## config.mk

```make
export PLATFORM = sky130hd
export DESIGN_NAME = alarm_clock_seven_segment_flat
export DESIGN_NICKNAME = d
export VERILOG_FILES = /design/src/design/acss_pkg.sv /design/src/design/acss_item_if.sv /design/src/design/acss_result_if.sv /design/src/design/acss_cfg_if.sv /design/src/design/acss_front.sv /design/src/design/acss_fifo.sv /design/src/design/acss_back.sv /design/src/design/alarm_clock_seven_segment.sv /design/src/flat_wrapper.sv
export SDC_FILE = /design/constraint.sdc
export NUM_CORES = 1
export LEC_CHECK = 0
export BUFFER_PORTS_ARGS = -buffer_cell sky130_fd_sc_hd__buf_2
export CORE_ASPECT_RATIO = 2
export CORE_MARGIN = 2
export CORE_UTILIZATION = 55
export CTS_BUF_LIST = sky130_fd_sc_hd__clkbuf_8 sky130_fd_sc_hd__clkbuf_16
export CTS_CLUSTER_SIZE = 28
export DETAILED_ROUTE_END_ITERATION = 10
export PLACE_DENSITY = 0.72
export SETUP_SLACK_MARGIN = 0.02
export SYNTH_ARGS = -nofsm -noshare
export SYNTH_HDL_FRONTEND = slang
export SYNTH_HIERARCHICAL = 1
export SYNTH_SLANG_ARGS = --single-unit
```

## constraint.sdc

```tcl
create_clock -name clk_i -period 17.25 [get_ports clk_i]
set_input_delay 0.8625 -clock clk_i [delete_from_list [all_inputs] [get_ports clk_i]]
set_output_delay 0.8625 -clock clk_i [all_outputs]
set_load 0.01 [all_outputs]
```

## src/design/acss_pkg.sv

```systemverilog
// ----------------------------------------------------------------------------
// acss_pkg: shared types and constants of the alarm clock display block
// Holds the time constants, the input codes and the queue entry that the
// front part hands to the display back part.
// ----------------------------------------------------------------------------
package acss_pkg;

  // Time constants, in seconds
  localparam int unsigned DaySeconds  = 86400;
  localparam int unsigned HourSeconds = 3600;
  localparam int unsigned MinSeconds  = 60;

  // Widths
  localparam int unsigned SecW  = 17;  // seconds of day, 0..86399
  localparam int unsigned HourW = 5;   // hours, 0..23
  localparam int unsigned RemW  = 12;  // seconds within an hour, 0..3599
  localparam int unsigned MinW  = 6;   // minutes or seconds, 0..59

  // Letter code shown in the upper digits in letter format
  localparam logic [6:0] LetterCode = 7'b1000000;

  // Item operation codes
  typedef enum logic {
    OP_TICK = 1'b0,
    OP_KEY  = 1'b1
  } acss_op_e;

  // Key bitmap codes
  typedef enum logic [1:0] {
    KEY_NONE = 2'd0,
    KEY_HOUR = 2'd1,
    KEY_MIN  = 2'd2,
    KEY_BOTH = 2'd3
  } acss_key_e;

  // Display format register codes
  typedef enum logic {
    FMT_LETTERS = 1'b0,
    FMT_12H     = 1'b1
  } acss_fmt_e;

  // One classified item waiting for display conversion
  typedef struct packed {
    logic            alarm_led;
    logic            beep;
    logic            fmt;
    logic [SecW-1:0] shown;
  } acss_entry_t;

endpackage

```

## src/design/acss_item_if.sv

```systemverilog
// ----------------------------------------------------------------------------
// acss_item_if: input item channel
// Valid/ready channel carrying one tick or key event with the switch states.
// ----------------------------------------------------------------------------
interface acss_item_if;
  logic       valid;
  logic       ready;
  logic       op;
  logic [1:0] keys;
  logic       alarm_enable;
  logic       set_alarm_mode;
  logic       set_time_mode;

  modport source (
    output valid, op, keys, alarm_enable, set_alarm_mode, set_time_mode,
    input  ready
  );
  modport sink (
    input  valid, op, keys, alarm_enable, set_alarm_mode, set_time_mode,
    output ready
  );
endinterface

```

## src/design/acss_result_if.sv

```systemverilog
// ----------------------------------------------------------------------------
// acss_result_if: result item channel
// Valid/ready channel carrying the indicator flags and the segment codes.
// ----------------------------------------------------------------------------
interface acss_result_if;
  logic        valid;
  logic        ready;
  logic        alarm_led;
  logic        beep_start;
  logic [15:0] upper_digits;
  logic [31:0] lower_digits;

  modport source (
    output valid, alarm_led, beep_start, upper_digits, lower_digits,
    input  ready
  );
  modport sink (
    input  valid, alarm_led, beep_start, upper_digits, lower_digits,
    output ready
  );
endinterface

```

## src/design/acss_cfg_if.sv

```systemverilog
// ----------------------------------------------------------------------------
// acss_cfg_if: configuration write channel
// Valid/ready channel carrying the display format register value.
// ----------------------------------------------------------------------------
interface acss_cfg_if;
  logic valid;
  logic ready;
  logic display_format;

  modport source (
    output valid, display_format,
    input  ready
  );
  modport sink (
    input  valid, display_format,
    output ready
  );
endinterface

```

## src/design/acss_front.sv

```systemverilog
// ----------------------------------------------------------------------------
// acss_front: item classifier and clock state
// Accepts ticks and key events, updates the time and alarm counters, raises
// the beep flag and pushes the value to show into the queue.
// ----------------------------------------------------------------------------
module acss_front (
  input  logic                 clk_i,
  input  logic                 rst_ni,
  acss_item_if.sink            in_i,
  acss_cfg_if.sink             cfg_i,
  input  logic                 full_i,
  output logic                 push_o,
  output acss_pkg::acss_entry_t entry_o
);
  import acss_pkg::*;

  logic [SecW-1:0] tod_q, tod_d;
  logic [SecW-1:0] alarm_q, alarm_d;
  logic            fmt_q;
  logic [SecW-1:0] tod_inc, tod_key, alarm_key;
  logic            accept;
  logic            is_tick;

  // Add the key increment, drop to zero on overflow past the day
  function automatic logic [SecW-1:0] add_wrap(logic [SecW-1:0] t, logic [1:0] k);
    logic [SecW:0]   sum;
    logic [RemW-1:0] inc;
    case (acss_key_e'(k))
      KEY_HOUR: inc = RemW'(HourSeconds);
      KEY_MIN:  inc = RemW'(MinSeconds);
      KEY_BOTH: inc = RemW'(HourSeconds + MinSeconds);
      default:  inc = '0;
    endcase
    sum = {1'b0, t} + (SecW+1)'(inc);
    return (sum >= (SecW+1)'(DaySeconds)) ? '0 : sum[SecW-1:0];
  endfunction

  assign in_i.ready  = !full_i;
  assign cfg_i.ready = 1'b1;
  assign accept      = in_i.valid && in_i.ready;
  assign is_tick     = (acss_op_e'(in_i.op) == OP_TICK);

  // Candidate next values
  assign tod_inc   = (tod_q == SecW'(DaySeconds - 1)) ? '0 : tod_q + SecW'(1);
  assign tod_key   = add_wrap(tod_q, in_i.keys);
  assign alarm_key = add_wrap(alarm_q, in_i.keys);

  // Pick the state update for this item
  always_comb begin
    tod_d   = tod_q;
    alarm_d = alarm_q;
    if (is_tick) begin
      if (!in_i.set_time_mode) tod_d = tod_inc;
    end else if (in_i.set_alarm_mode) begin
      alarm_d = alarm_key;
    end else if (in_i.set_time_mode) begin
      tod_d = tod_key;
    end
  end

  // Build the queue entry
  assign push_o            = accept;
  assign entry_o.alarm_led = in_i.alarm_enable;
  assign entry_o.beep      = is_tick && in_i.alarm_enable && (tod_d == alarm_q);
  assign entry_o.fmt       = fmt_q;
  assign entry_o.shown     = in_i.set_alarm_mode ? alarm_d : tod_d;

  // Hold counters and format register
  always_ff @(posedge clk_i or negedge rst_ni) begin
    if (!rst_ni) begin
      tod_q   <= '0;
      alarm_q <= '0;
      fmt_q   <= FMT_12H;
    end else begin
      if (accept) begin
        tod_q   <= tod_d;
        alarm_q <= alarm_d;
      end
      if (cfg_i.valid && cfg_i.ready) fmt_q <= cfg_i.display_format;
    end
  end

  a_tod_range : assert property (@(posedge clk_i) disable iff (!rst_ni)
    tod_q < SecW'(DaySeconds))
    else $error("time of day out of range");

  a_alarm_range : assert property (@(posedge clk_i) disable iff (!rst_ni)
    alarm_q < SecW'(DaySeconds))
    else $error("alarm time out of range");

  a_alarm_key_keeps_tod : assert property (@(posedge clk_i) disable iff (!rst_ni)
    accept && !is_tick && in_i.set_alarm_mode |=> $stable(tod_q))
    else $error("key event in alarm mode changed the time");

endmodule

```

## src/design/acss_fifo.sv

```systemverilog
// ----------------------------------------------------------------------------
// acss_fifo: short queue between classifier and display pipeline
// Register-based first-in first-out buffer of classified entries.
// ----------------------------------------------------------------------------
module acss_fifo #(
  parameter int unsigned Depth = 2
) (
  input  logic                  clk_i,
  input  logic                  rst_ni,
  input  logic                  push_i,
  input  acss_pkg::acss_entry_t entry_i,
  output logic                  full_o,
  input  logic                  pop_i,
  output logic                  valid_o,
  output acss_pkg::acss_entry_t entry_o
);
  import acss_pkg::*;

  localparam int unsigned PtrW = (Depth > 1) ? $clog2(Depth) : 1;
  localparam int unsigned CntW = $clog2(Depth + 1);

  acss_entry_t     store_q [Depth];
  logic [PtrW-1:0] wr_q, rd_q;
  logic [CntW-1:0] count_q;
  logic            do_push, do_pop;

  assign full_o  = (count_q == CntW'(Depth));
  assign valid_o = (count_q != '0);
  assign entry_o = store_q[rd_q];
  assign do_push = push_i && !full_o;
  assign do_pop  = pop_i && valid_o;

  // Advance pointers and count
  always_ff @(posedge clk_i or negedge rst_ni) begin
    if (!rst_ni) begin
      wr_q    <= '0;
      rd_q    <= '0;
      count_q <= '0;
    end else begin
      if (do_push) wr_q <= (wr_q == PtrW'(Depth - 1)) ? '0 : wr_q + PtrW'(1);
      if (do_pop)  rd_q <= (rd_q == PtrW'(Depth - 1)) ? '0 : rd_q + PtrW'(1);
      if (do_push && !do_pop)      count_q <= count_q + CntW'(1);
      else if (do_pop && !do_push) count_q <= count_q - CntW'(1);
    end
  end

  // Write the entry store
  always_ff @(posedge clk_i) begin
    if (do_push) store_q[wr_q] <= entry_i;
  end

endmodule

```

## src/design/acss_back.sv

```systemverilog
// ----------------------------------------------------------------------------
// acss_back: seconds-to-segments display pipeline
// Four stages: hours by reciprocal, remainder, minutes by reciprocal, then
// seconds, twelve-hour fold, digit split and segment encoding.
// ----------------------------------------------------------------------------
module acss_back (
  input  logic                  clk_i,
  input  logic                  rst_ni,
  input  logic                  valid_i,
  input  acss_pkg::acss_entry_t entry_i,
  output logic                  pop_o,
  acss_result_if.source         out_o
);
  import acss_pkg::*;

  // floor(t / 3600) = (t * HourRecip) >> HourShift for t below one day
  localparam int unsigned HourShift = 30;
  localparam int unsigned HourRecip = 298262;
  localparam int unsigned HourProdW = 36;
  // floor(r / 60) = (r * MinRecip) >> MinShift for r below one hour
  localparam int unsigned MinShift  = 20;
  localparam int unsigned MinRecip  = 17477;
  localparam int unsigned MinProdW  = 27;

  // Active-low segment code of one decimal digit
  function automatic logic [6:0] seg7(logic [3:0] d);
    logic [6:0] s;
    unique case (d)
      4'd0:    s = 7'b1000000;
      4'd1:    s = 7'b1111001;
      4'd2:    s = 7'b0100100;
      4'd3:    s = 7'b0110000;
      4'd4:    s = 7'b0011001;
      4'd5:    s = 7'b0010010;
      4'd6:    s = 7'b0000010;
      4'd7:    s = 7'b1111000;
      4'd8:    s = 7'b0000000;
      4'd9:    s = 7'b0010000;
      default: s = 7'b1111111;
    endcase
    return s;
  endfunction

  // Tens digit of a value below sixty
  function automatic logic [2:0] tens_of(logic [MinW-1:0] v);
    logic [2:0] t;
    t = '0;
    for (int k = 1; k < 6; k++) begin
      if (v >= MinW'(k * 10)) t = 3'(k);
    end
    return t;
  endfunction

  // Two segment bytes, tens in the high byte
  function automatic logic [15:0] two_digits(logic [MinW-1:0] v);
    logic [2:0]      t;
    logic [MinW-1:0] u;
    t = tens_of(v);
    u = v - MinW'(t) * MinW'(10);
    return {1'b0, seg7({1'b0, t}), 1'b0, seg7(u[3:0])};
  endfunction

  logic              v1_q, v2_q, v3_q, v4_q;
  logic              en1, en2, en3, en4;
  acss_entry_t       e1_q;
  logic [HourW-1:0]  h1_q, h2_q, h3_q;
  logic              led2_q, beep2_q, fmt2_q;
  logic              led3_q, beep3_q, fmt3_q;
  logic [RemW-1:0]   r2_q, r3_q;
  logic [MinW-1:0]   m3_q;
  logic [HourProdW-1:0] hour_prod;
  logic [SecW-1:0]   hour_base;
  logic [SecW-1:0]   rem_full;
  logic [MinProdW-1:0]  min_prod;
  logic [RemW-1:0]   min_base;
  logic [RemW-1:0]   sec_full;
  logic [MinW-1:0]   secs;
  logic [HourW-1:0]  hours_shown;
  logic [15:0]       hour_bytes, min_bytes, sec_bytes;
  logic              out_led_q, out_beep_q;
  logic [15:0]       upper_q, upper_d;
  logic [31:0]       lower_q, lower_d;

  // Stall chain: a stage moves when it is empty or its successor moves
  assign en4   = !v4_q || out_o.ready;
  assign en3   = !v3_q || en4;
  assign en2   = !v2_q || en3;
  assign en1   = !v1_q || en2;
  assign pop_o = valid_i && en1;

  // Stage one: hours by reciprocal multiply
  assign hour_prod = HourProdW'(entry_i.shown) * HourProdW'(HourRecip);

  // Stage two: remainder within the hour
  assign hour_base = SecW'(h1_q) * SecW'(HourSeconds);
  assign rem_full  = e1_q.shown - hour_base;

  // Stage three: minutes by reciprocal multiply
  assign min_prod = MinProdW'(r2_q) * MinProdW'(MinRecip);

  // Stage four: seconds, hour fold and segment encoding
  assign min_base    = RemW'(m3_q) * RemW'(MinSeconds);
  assign sec_full    = r3_q - min_base;
  assign secs        = sec_full[MinW-1:0];
  assign hours_shown = (fmt3_q == FMT_12H && h3_q > HourW'(11)) ? h3_q - HourW'(12) : h3_q;
  assign hour_bytes  = two_digits(MinW'(hours_shown));
  assign min_bytes   = two_digits(m3_q);
  assign sec_bytes   = two_digits(secs);

  always_comb begin
    if (fmt3_q == FMT_12H) begin
      upper_d = hour_bytes;
      lower_d = {min_bytes, sec_bytes};
    end else begin
      upper_d = {1'b0, LetterCode, 1'b0, LetterCode};
      lower_d = {hour_bytes, min_bytes};
    end
  end

  // Hold stage valid flags
  always_ff @(posedge clk_i or negedge rst_ni) begin
    if (!rst_ni) begin
      v1_q <= 1'b0;
      v2_q <= 1'b0;
      v3_q <= 1'b0;
      v4_q <= 1'b0;
    end else begin
      if (en1) v1_q <= valid_i;
      if (en2) v2_q <= v1_q;
      if (en3) v3_q <= v2_q;
      if (en4) v4_q <= v3_q;
    end
  end

  // Advance stage payloads
  always_ff @(posedge clk_i) begin
    if (en1) begin
      e1_q <= entry_i;
      h1_q <= hour_prod[HourShift +: HourW];
    end
    if (en2) begin
      h2_q    <= h1_q;
      r2_q    <= rem_full[RemW-1:0];
      led2_q  <= e1_q.alarm_led;
      beep2_q <= e1_q.beep;
      fmt2_q  <= e1_q.fmt;
    end
    if (en3) begin
      h3_q    <= h2_q;
      r3_q    <= r2_q;
      m3_q    <= min_prod[MinShift +: MinW];
      led3_q  <= led2_q;
      beep3_q <= beep2_q;
      fmt3_q  <= fmt2_q;
    end
    if (en4) begin
      out_led_q  <= led3_q;
      out_beep_q <= beep3_q;
      upper_q    <= upper_d;
      lower_q    <= lower_d;
    end
  end

  assign out_o.valid        = v4_q;
  assign out_o.alarm_led    = out_led_q;
  assign out_o.beep_start   = out_beep_q;
  assign out_o.upper_digits = upper_q;
  assign out_o.lower_digits = lower_q;

  a_hours_range : assert property (@(posedge clk_i) disable iff (!rst_ni)
    v1_q |-> h1_q < HourW'(24))
    else $error("hour quotient out of range");

  a_rem_range : assert property (@(posedge clk_i) disable iff (!rst_ni)
    v2_q |-> r2_q < RemW'(HourSeconds))
    else $error("hour remainder out of range");

  a_mins_range : assert property (@(posedge clk_i) disable iff (!rst_ni)
    v3_q |-> m3_q < MinW'(60) && r3_q - RemW'(m3_q) * RemW'(MinSeconds) < RemW'(60))
    else $error("minute quotient wrong");

endmodule

```

## src/design/alarm_clock_seven_segment.sv

```systemverilog
// ----------------------------------------------------------------------------
// alarm_clock_seven_segment: alarm clock with six-digit segment display
// Keeps the time of day and the alarm time and turns each tick or key event
// into one display result.
// ----------------------------------------------------------------------------
// Usage:
//   in_i  carries one item per handshake: a one-second tick or a key event,
//         with the alarm enable and the two set-mode switches.
//   out_o returns exactly one result per item, in order: alarm lamp, beep
//         start flag and active-low segment codes (tens digit in high byte).
//   cfg_i writes the display format; write it only while no item is in
//         flight. Writes are always taken.
//   An accepted item passes through the queue and then the four-stage conversion
//   pipeline (two reciprocal multiplies); one item per cycle is sustained while
//   out_o does not stall. The classifier updates the counters in the accept cycle.
//   When out_o stalls, the pipeline holds, the queue fills, and in_i.ready
//   drops only once the queue is full.
//   Reset clears time and alarm to zero, selects twelve-hour format and
//   empties the queue and pipeline.
// ----------------------------------------------------------------------------
module alarm_clock_seven_segment #(
  parameter int unsigned QueueDepth = 2
) (
  input  logic          clk_i,
  input  logic          rst_ni,
  acss_item_if.sink     in_i,
  acss_cfg_if.sink      cfg_i,
  acss_result_if.source out_o
);
  import acss_pkg::*;

  logic        push, full, pop, q_valid;
  acss_entry_t push_entry, q_entry;

  // Classify items and keep the clock state
  acss_front u_front (
    .clk_i   (clk_i),
    .rst_ni  (rst_ni),
    .in_i    (in_i),
    .cfg_i   (cfg_i),
    .full_i  (full),
    .push_o  (push),
    .entry_o (push_entry)
  );

  // Decouple classifier and display pipeline
  acss_fifo #(
    .Depth (QueueDepth)
  ) u_fifo (
    .clk_i   (clk_i),
    .rst_ni  (rst_ni),
    .push_i  (push),
    .entry_i (push_entry),
    .full_o  (full),
    .pop_i   (pop),
    .valid_o (q_valid),
    .entry_o (q_entry)
  );

  // Convert seconds to segment codes
  acss_back u_back (
    .clk_i   (clk_i),
    .rst_ni  (rst_ni),
    .valid_i (q_valid),
    .entry_i (q_entry),
    .pop_o   (pop),
    .out_o   (out_o)
  );

endmodule

```

## src/flat_wrapper.sv

```systemverilog
// flat-port wrapper written by rule: the top's interface ports become plain ports
module alarm_clock_seven_segment_flat import acss_pkg::*;
#(
  parameter int unsigned QueueDepth = 2
)
  (clk_i, rst_ni, in_i_valid, in_i_op, in_i_keys, in_i_alarm_enable, in_i_set_alarm_mode, in_i_set_time_mode, in_i_ready, cfg_i_valid, cfg_i_display_format, cfg_i_ready, out_o_valid, out_o_alarm_led, out_o_beep_start, out_o_upper_digits, out_o_lower_digits, out_o_ready);
  acss_item_if in_i_i ();
  acss_cfg_if cfg_i_i ();
  acss_result_if out_o_i ();
  input  logic clk_i;
  input  logic rst_ni;
  input wire logic [$bits(in_i_i.valid)-1:0] in_i_valid;
  input wire logic [$bits(in_i_i.op)-1:0] in_i_op;
  input wire logic [$bits(in_i_i.keys)-1:0] in_i_keys;
  input wire logic [$bits(in_i_i.alarm_enable)-1:0] in_i_alarm_enable;
  input wire logic [$bits(in_i_i.set_alarm_mode)-1:0] in_i_set_alarm_mode;
  input wire logic [$bits(in_i_i.set_time_mode)-1:0] in_i_set_time_mode;
  output wire logic [$bits(in_i_i.ready)-1:0] in_i_ready;
  input wire logic [$bits(cfg_i_i.valid)-1:0] cfg_i_valid;
  input wire logic [$bits(cfg_i_i.display_format)-1:0] cfg_i_display_format;
  output wire logic [$bits(cfg_i_i.ready)-1:0] cfg_i_ready;
  output wire logic [$bits(out_o_i.valid)-1:0] out_o_valid;
  output wire logic [$bits(out_o_i.alarm_led)-1:0] out_o_alarm_led;
  output wire logic [$bits(out_o_i.beep_start)-1:0] out_o_beep_start;
  output wire logic [$bits(out_o_i.upper_digits)-1:0] out_o_upper_digits;
  output wire logic [$bits(out_o_i.lower_digits)-1:0] out_o_lower_digits;
  input wire logic [$bits(out_o_i.ready)-1:0] out_o_ready;
  assign in_i_i.valid = in_i_valid;
  assign in_i_i.op = in_i_op;
  assign in_i_i.keys = in_i_keys;
  assign in_i_i.alarm_enable = in_i_alarm_enable;
  assign in_i_i.set_alarm_mode = in_i_set_alarm_mode;
  assign in_i_i.set_time_mode = in_i_set_time_mode;
  assign in_i_ready = in_i_i.ready;
  assign cfg_i_i.valid = cfg_i_valid;
  assign cfg_i_i.display_format = cfg_i_display_format;
  assign cfg_i_ready = cfg_i_i.ready;
  assign out_o_valid = out_o_i.valid;
  assign out_o_alarm_led = out_o_i.alarm_led;
  assign out_o_beep_start = out_o_i.beep_start;
  assign out_o_upper_digits = out_o_i.upper_digits;
  assign out_o_lower_digits = out_o_i.lower_digits;
  assign out_o_i.ready = out_o_ready;
  alarm_clock_seven_segment #(.QueueDepth(QueueDepth)) u_core (.clk_i(clk_i), .rst_ni(rst_ni), .in_i(in_i_i), .cfg_i(cfg_i_i), .out_o(out_o_i));
endmodule
```

==> run metrics, run 1 <==
status completed; Clock transition at path regs 0.07 ns; period utilization 0.3738; Hold Vio Cnt, Final 0; min-delay worst type reg2reg; crit path from u_core/u_fifo/rd_q; Post-synth top cells ha_1, inv_1, edfxtp_1; post-synthesis compound-gate area fraction 0.1398; first-pass GRT wire length 75.11 mm; crit path time final 6.448 ns; CTS tree built; TNS Setup 0 ns; H-tree level count 4; # diodes 0; crit-path cells buf_4 -> mux2_4 -> ha_1 -> fa_1 -> fa_1 -> inv_1 -> fa_1 -> inv_1 -> fa_1 -> inv_1 -> fa_1 -> inv_1 -> ha_1 -> a2111oi_0 -> o21ai_0 -> o21ai_0 -> o2111ai_1 -> a31oi_1 -> o21ai_1 -> o21ai_0 -> xnor2_1; Slew headroom 0.2437; initial antenna violation count 0; Via density 6.042; multiplexer share of the synthesized area 0.03610; final setup violation count 0; Syn-to-layout area delta 6.176%; xor and xnor area share after synthesis 0.04308; # IOs 65; CTS sink cnt 185; pin count of the biggest net entering global routing 47; Routed WL per cell 22.25 um; crit path kind reg2reg; WP buf/inv 5; slowest CP cell a31oi_1; dpl hpwl 40.28 mm; vias 13350; hold-critical path depth 0; Post-Synth Adder-Cell Area 0.2908; top post-synthesis cells by area edfxtp_1, ha_1, fa_1; post-synthesis instance total 1755; placer congestion estimate 1.072; RSZ-0062 raised after global routing no; CTS root buffer clkbuf_16; initial DRC count 802; Synth Area in Simple Gates 0.1139; critical path arrival 6.64 ns; cell repeated most along the worst path fa_1; vias in the first global route 13860; Post-CTS Setup Repair Bufs 0; Synth top area share 0.2403; layout cells sized above 1 0.09428; later-pin clock latency in the skew report 0.45 ns; clk buf depth 2; Fin Clk Skew 0.02073 ns; die area 0.03381 sq mm; Die X 131.0 um; row count 93; remaining antenna violation count after routing 0; fin area 0.01884 sq mm; Yosys top cell by area edfxtp_1; reg2reg setup slack 10.80 ns; largest family of logic cells by synthesized area adder cells; r2r endpoint u_core/u_back/h1_q[4]; total track usage 0.3008; CP Capture Type flip-flop; Post-route DRC 0; Initial Util 0.5546; Async S/R FF share, synth 0.2324; crit path launch type flip-flop; fmax 155.1 MHz; YS warnings 6; Worst R2R Start u_core/u_fifo/rd_q; most common cell in the netlist ha_1; hold-critical path endpoint u_core/u_back/r2_q[3]; reg2reg path depth 21; WP data required 17.44 ns; CORE AREA 0.03200 sq mm; Pins Over Slew Limit 0; post-synth cell types 110; Placed Area 0.01827 sq mm; fillcell total 2742; drt first pass iters 7; number of max-cap violations 0; port buffer count 56; hold path start u_core/u_back/e1_q[3]; ys flop type edfxtp_1; share of the yosys chip area belonging to registers 0.3010; # hold bufs at CTS 0; Finished Core Util 0.5888; Synth Cell Area 0.01775 sq mm; wirelength, routed 49.16 mm; number of gates resized after CTS 0; synthesized area per cell 10.11 sq um; grt ovf 0; Max FO, Critical Path 21; number of synthesized flops with an enable pin 142; nets 2138; worst slew pin tran 1.134 ns; WHS 0.4179 ns; die height 258.0 um; Num CTS Buffers 17; Max stage delay on crit path 0.61 ns; Synth Register Bits 185; Top delay family on crit path adder cells
[worst max-delay path by stage]
stage / end / slack [ns] / cells after the start
6_report: u_core/u_back/h1_q[4] / 10.80 / 21
5_1_grt: u_core/u_back/h1_q[4] / 10.51 / 22
4_1_cts: u_core/u_back/h1_q[4] / 10.78 / 21
3_5_place_dp: u_core/u_back/h1_q[4] / 10.79 / 22
3_3_place_gp: u_core/u_back/h1_q[4] / 10.75 / 22
2_1_floorplan: u_core/u_back/h1_q[4] / 11.72 / 21
[final cells by class]
type | instances | area [sq um] | area share
Timing Repair Buffer | 68 | 370.4 | 0.01966
Clock inverter | 12 | 101.3 | 0.005379
Sequential cell | 185 | 5341 | 0.2835
Multi-Input combinational cell | 1249 | 11100 | 0.5890
Inverter | 248 | 930.9 | 0.04941
Tap cell | 427 | 534.3 | 0.02836
Clock buffer | 20 | 466.7 | 0.02477
[flip-flops by register name, summed over array words and instances, names as in the netlist, 2 cells and up]
register,flops
u_core/u_back/h3_q,5
u_core/u_back/e1_q,15
u_core/u_back/out_o.upper_digits,12
u_core/u_front/tod_q,17
u_core/u_back/m3_q,6
u_core/u_back/h1_q,5
u_core/u_back/h2_q,5
u_core/u_back/r2_q,12
u_core/u_front/alarm_q,17
u_core/u_back/r3_q,6
u_core/u_fifo/count_q,2
u_core/u_back/out_o.lower_digits,28
u_core/u_fifo/store_q,40
[logic make-up after synthesis]
group	Yosys count
buffers and inverters	327
adders and majority gates	358
AOI/OAI and AO/OA	353
DFF	185
muxes	52
and+or+nand+nor	400
xor gates and xnor gates	78
other	2
[metrics by stage]
step | cells | setup WS (ns)
floorplan | 1761 | 11.72
global placement | 2177 | 10.75
detailed placement | 2177 | 10.79
CTS | 2209 | 10.78
global route | 2209 | 10.51
finish | 2209 | 10.80
[worst register-to-register path, stage by stage, from the launching register on]
cell and delay (ns):
dfrtp_1 0.33, buf_4 0.34, mux2_4 0.40, ha_1 0.25
fa_1 0.40, fa_1 0.52, inv_1 0.06, fa_1 0.53
inv_1 0.07, fa_1 0.54, inv_1 0.06, fa_1 0.53
inv_1 0.04, ha_1 0.18, a2111oi_0 0.38, o21ai_0 0.14
o21ai_0 0.13, o2111ai_1 0.17, a31oi_1 0.61, o21ai_1 0.23
o21ai_0 0.24, xnor2_1 0.08
[metal layers]
layer,wire [um],vias up,GRT usage
li1,-,6170,-
met1,14160,6475,0.2464
met2,28050,475,0.5879
met3,1838,227,0.04413
met4,5107,0,0.2550
met5,0,-,0
[placed cells by master (no fill, tap or decap), types with 18 or more instances in the layout]
| cell | count |
|---|---|
| mux2_4 | 20 |
| a31oi_1 | 21 |
| o21ai_0 | 68 |
| a21oi_1 | 82 |
| nor2b_1 | 18 |
| nand2b_1 | 24 |
| inv_1 | 250 |
| xnor2_1 | 51 |
| nor3_1 | 21 |
| nand3_1 | 27 |
| mux2i_1 | 20 |
| xor2_1 | 20 |
| and2_1 | 19 |
| ha_1 | 266 |
| nand2_1 | 118 |
| edfxtp_1 | 142 |
| nor2_1 | 93 |
| buf_2 | 56 |
| fa_1 | 91 |
| dfrtp_1 | 42 |
Power of run 1 is not shown: default switching activity piles up to over one toggle a cycle in this logic, so the estimate is an artifact.
==> inputs of run 2 (changes only) <==
Clock period 17.25 ns to 6.3 ns, I/O delays scaled along.
==> run metrics, run 2 (synthesis results as in run 1) <==
status completed (unchanged); Fin Clk Skew 0.01932 ns (was 0.02073 ns); wirelength, routed 49.28 mm (was 49.16 mm); most frequent cells in the layout ha_1, inv_1, edfxtp_1 (unchanged); commonest non-fill, non-tap cell in the layout ha_1 (unchanged); Clock transition at path regs 0.08 ns (was 0.07 ns); r2r endpoint u_core/u_back/h1_q[4] (unchanged); Initial Util 0.5546 (unchanged); Post-route DRC 0 (unchanged); Top delay family on crit path adder cells (unchanged); Placed Cells 2179 (was 2177); busiest layer in global routing met2 (unchanged); CP Capture Type flip-flop (unchanged); Via density 6.063 (was 6.042); WHS 0.08746 ns (was 0.4179 ns); Max stage delay on crit path 0.55 ns (was 0.61 ns); Hold Vio Cnt, Final 0 (unchanged); cell repeated most along the worst path fa_1 (unchanged); CTS tree built (unchanged); initial DRC count 847 (was 802); later-pin clock latency in the skew report 0.44 ns (was 0.45 ns); pin count of the biggest net entering global routing 46 (was 47); remaining antenna violation count after routing 0 (unchanged); FF+latch area 0.005343 sq mm (was 0.005341 sq mm); Routed WL per cell 22.28 um (was 22.25 um); clk buf depth 2 (unchanged); vias in the first global route 13770 (was 13860); vias 13410 (was 13350); die height 258.0 um (unchanged); Pins Over Slew Limit 0 (unchanged); Max FO, Critical Path 11 (was 21); # IOs 65 (unchanged); row count 93 (unchanged); min-delay worst type in2async (was reg2reg); crit-path cells buf_12 -> mux2_4 -> ha_1 -> fa_1 -> fa_1 -> inv_1 -> fa_1 -> fa_1 -> inv_1 -> fa_1 -> inv_1 -> ha_1 -> nand4_1 -> nor2_1 -> o21ai_0 -> o2111ai_1 -> a31oi_1 -> buf_4 -> o21ai_1 -> o21ai_0 -> xnor2_1 (was buf_4 -> mux2_4 -> ha_1 -> fa_1 -> fa_1 -> inv_1 -> fa_1 -> inv_1 -> fa_1 -> inv_1 -> fa_1 -> inv_1 -> ha_1 -> a2111oi_0 -> o21ai_0 -> o21ai_0 -> o2111ai_1 -> a31oi_1 -> o21ai_1 -> o21ai_0 -> xnor2_1); crit path from u_core/u_fifo/rd_q (unchanged); fillcell total 2722 (was 2742); WP buf/inv 5 (unchanged); M2 GR Usage 0.5898 (was 0.5879); final std cells w/o fill 2212 (was 2209); final setup violation count 0 (unchanged); WP data required 6.47 ns (was 17.44 ns); Num CTS Buffers 17 (unchanged); crit path launch type flip-flop (unchanged); CTS sink cnt 185 (unchanged); Slew headroom 0.1840 (was 0.2437); placer congestion estimate 1.016 (was 1.072); layout cells sized above 1 0.09804 (was 0.09428); nets 2141 (was 2138); Syn-to-layout area delta 6.529% (was 6.176%); CORE AREA 0.03200 sq mm (unchanged); TNS Setup 0 ns (unchanged); fmax 165.3 MHz (was 155.1 MHz); most flop-heavy register u_core/u_fifo/store_q (unchanged); Worst R2R Start u_core/u_fifo/rd_q (unchanged); GR Layer Usage met1 0.2442 (was 0.2464); reg2reg path depth 21 (unchanged); slowest CP cell fa_1 (was a31oi_1); max FFs per register 40 (unchanged); grt ovf 0 (unchanged); # diodes 0 (unchanged); Post-CTS Setup Repair Bufs 0 (unchanged); total track usage 0.2965 (was 0.3008); H-tree level count 4 (unchanged); first-pass GRT wire length 74.59 mm (was 75.11 mm); initial antenna violation count 0 (unchanged); CP Depth 21 (unchanged); CTS root buffer clkbuf_16 (unchanged); worst slew pin tran 1.221 ns (was 1.134 ns); period utilization 0.9601 (was 0.3738); drt first pass iters 5 (was 7); Die X 131.0 um (unchanged); met3 Use GR 0.03149 (was 0.04413); RSZ-0062 raised after global routing no (unchanged); number of max-cap violations 0 (unchanged); crit path kind reg2reg (unchanged); die area 0.03381 sq mm (unchanged); port buffer count 56 (unchanged); area of the multi-input gates 0.01110 sq mm (about the same); dpl hpwl 40.05 mm (was 40.28 mm); critical path arrival 6.22 ns (was 6.64 ns); crit path time final 6.049 ns (was 6.448 ns); reg2reg setup slack 0.25 ns (was 10.80 ns)
[run 2: what timing repair did]
| action | in CTS | in global routing |
|---|---|---|
| setup endpoints to repair | 0 | 2 |
| hold endpoints to repair | 0 | 0 |
| hold buffers | 0 | 0 |
| resized for setup | 0 | 4 |
[run 2: per-layer routing]
| metal | vias to the layer above | part of all wire | routed length [um] |
|---|---|---|---|
| li1 | 6157 | - | - |
| met1 | 6516 | 0.29 | 14280 |
| met2 | 523 | 0.58 | 28380 |
| met3 | 215 | 0.035 | 1733 |
| met4 | 0 | 0.099 | 4891 |
| met5 | - | 0 | 0 |
[run 2: layout make-up]
cell class,instances,area share
timing repair buffer,71,0.02237
inverter,248,0.04924
clock buffer,17,0.02250
clock inverter,15,0.007678
tap,427,0.02826
sequential,185,0.2826
multi-input combinational,1249,0.5873
[run 2: metrics by stage]
step	utilization	worst slack (ns)	instance area, sq um
floorplan	-	0.7659	17770
global placement	0.5719	0.3382	18300
detailed placement	0.5719	0.3165	18300
CTS	0.5898	0.2616	18870
global route	0.5908	0.01950	18900
finish	0.5908	0.2512	18900
[run 2: worst max path at each step]
stage                                        to  slack [ns]
after CTS                 u_core/u_back/h1_q[2]        0.26
after floorplan           u_core/u_back/h1_q[4]        0.77
after global routing      u_core/u_back/h1_q[2]        0.02
after detailed placement  u_core/u_back/h1_q[2]        0.32
final                     u_core/u_back/h1_q[4]        0.25
after global placement    u_core/u_back/h1_q[2]        0.34
Power of run 2 is left out for the same reason.
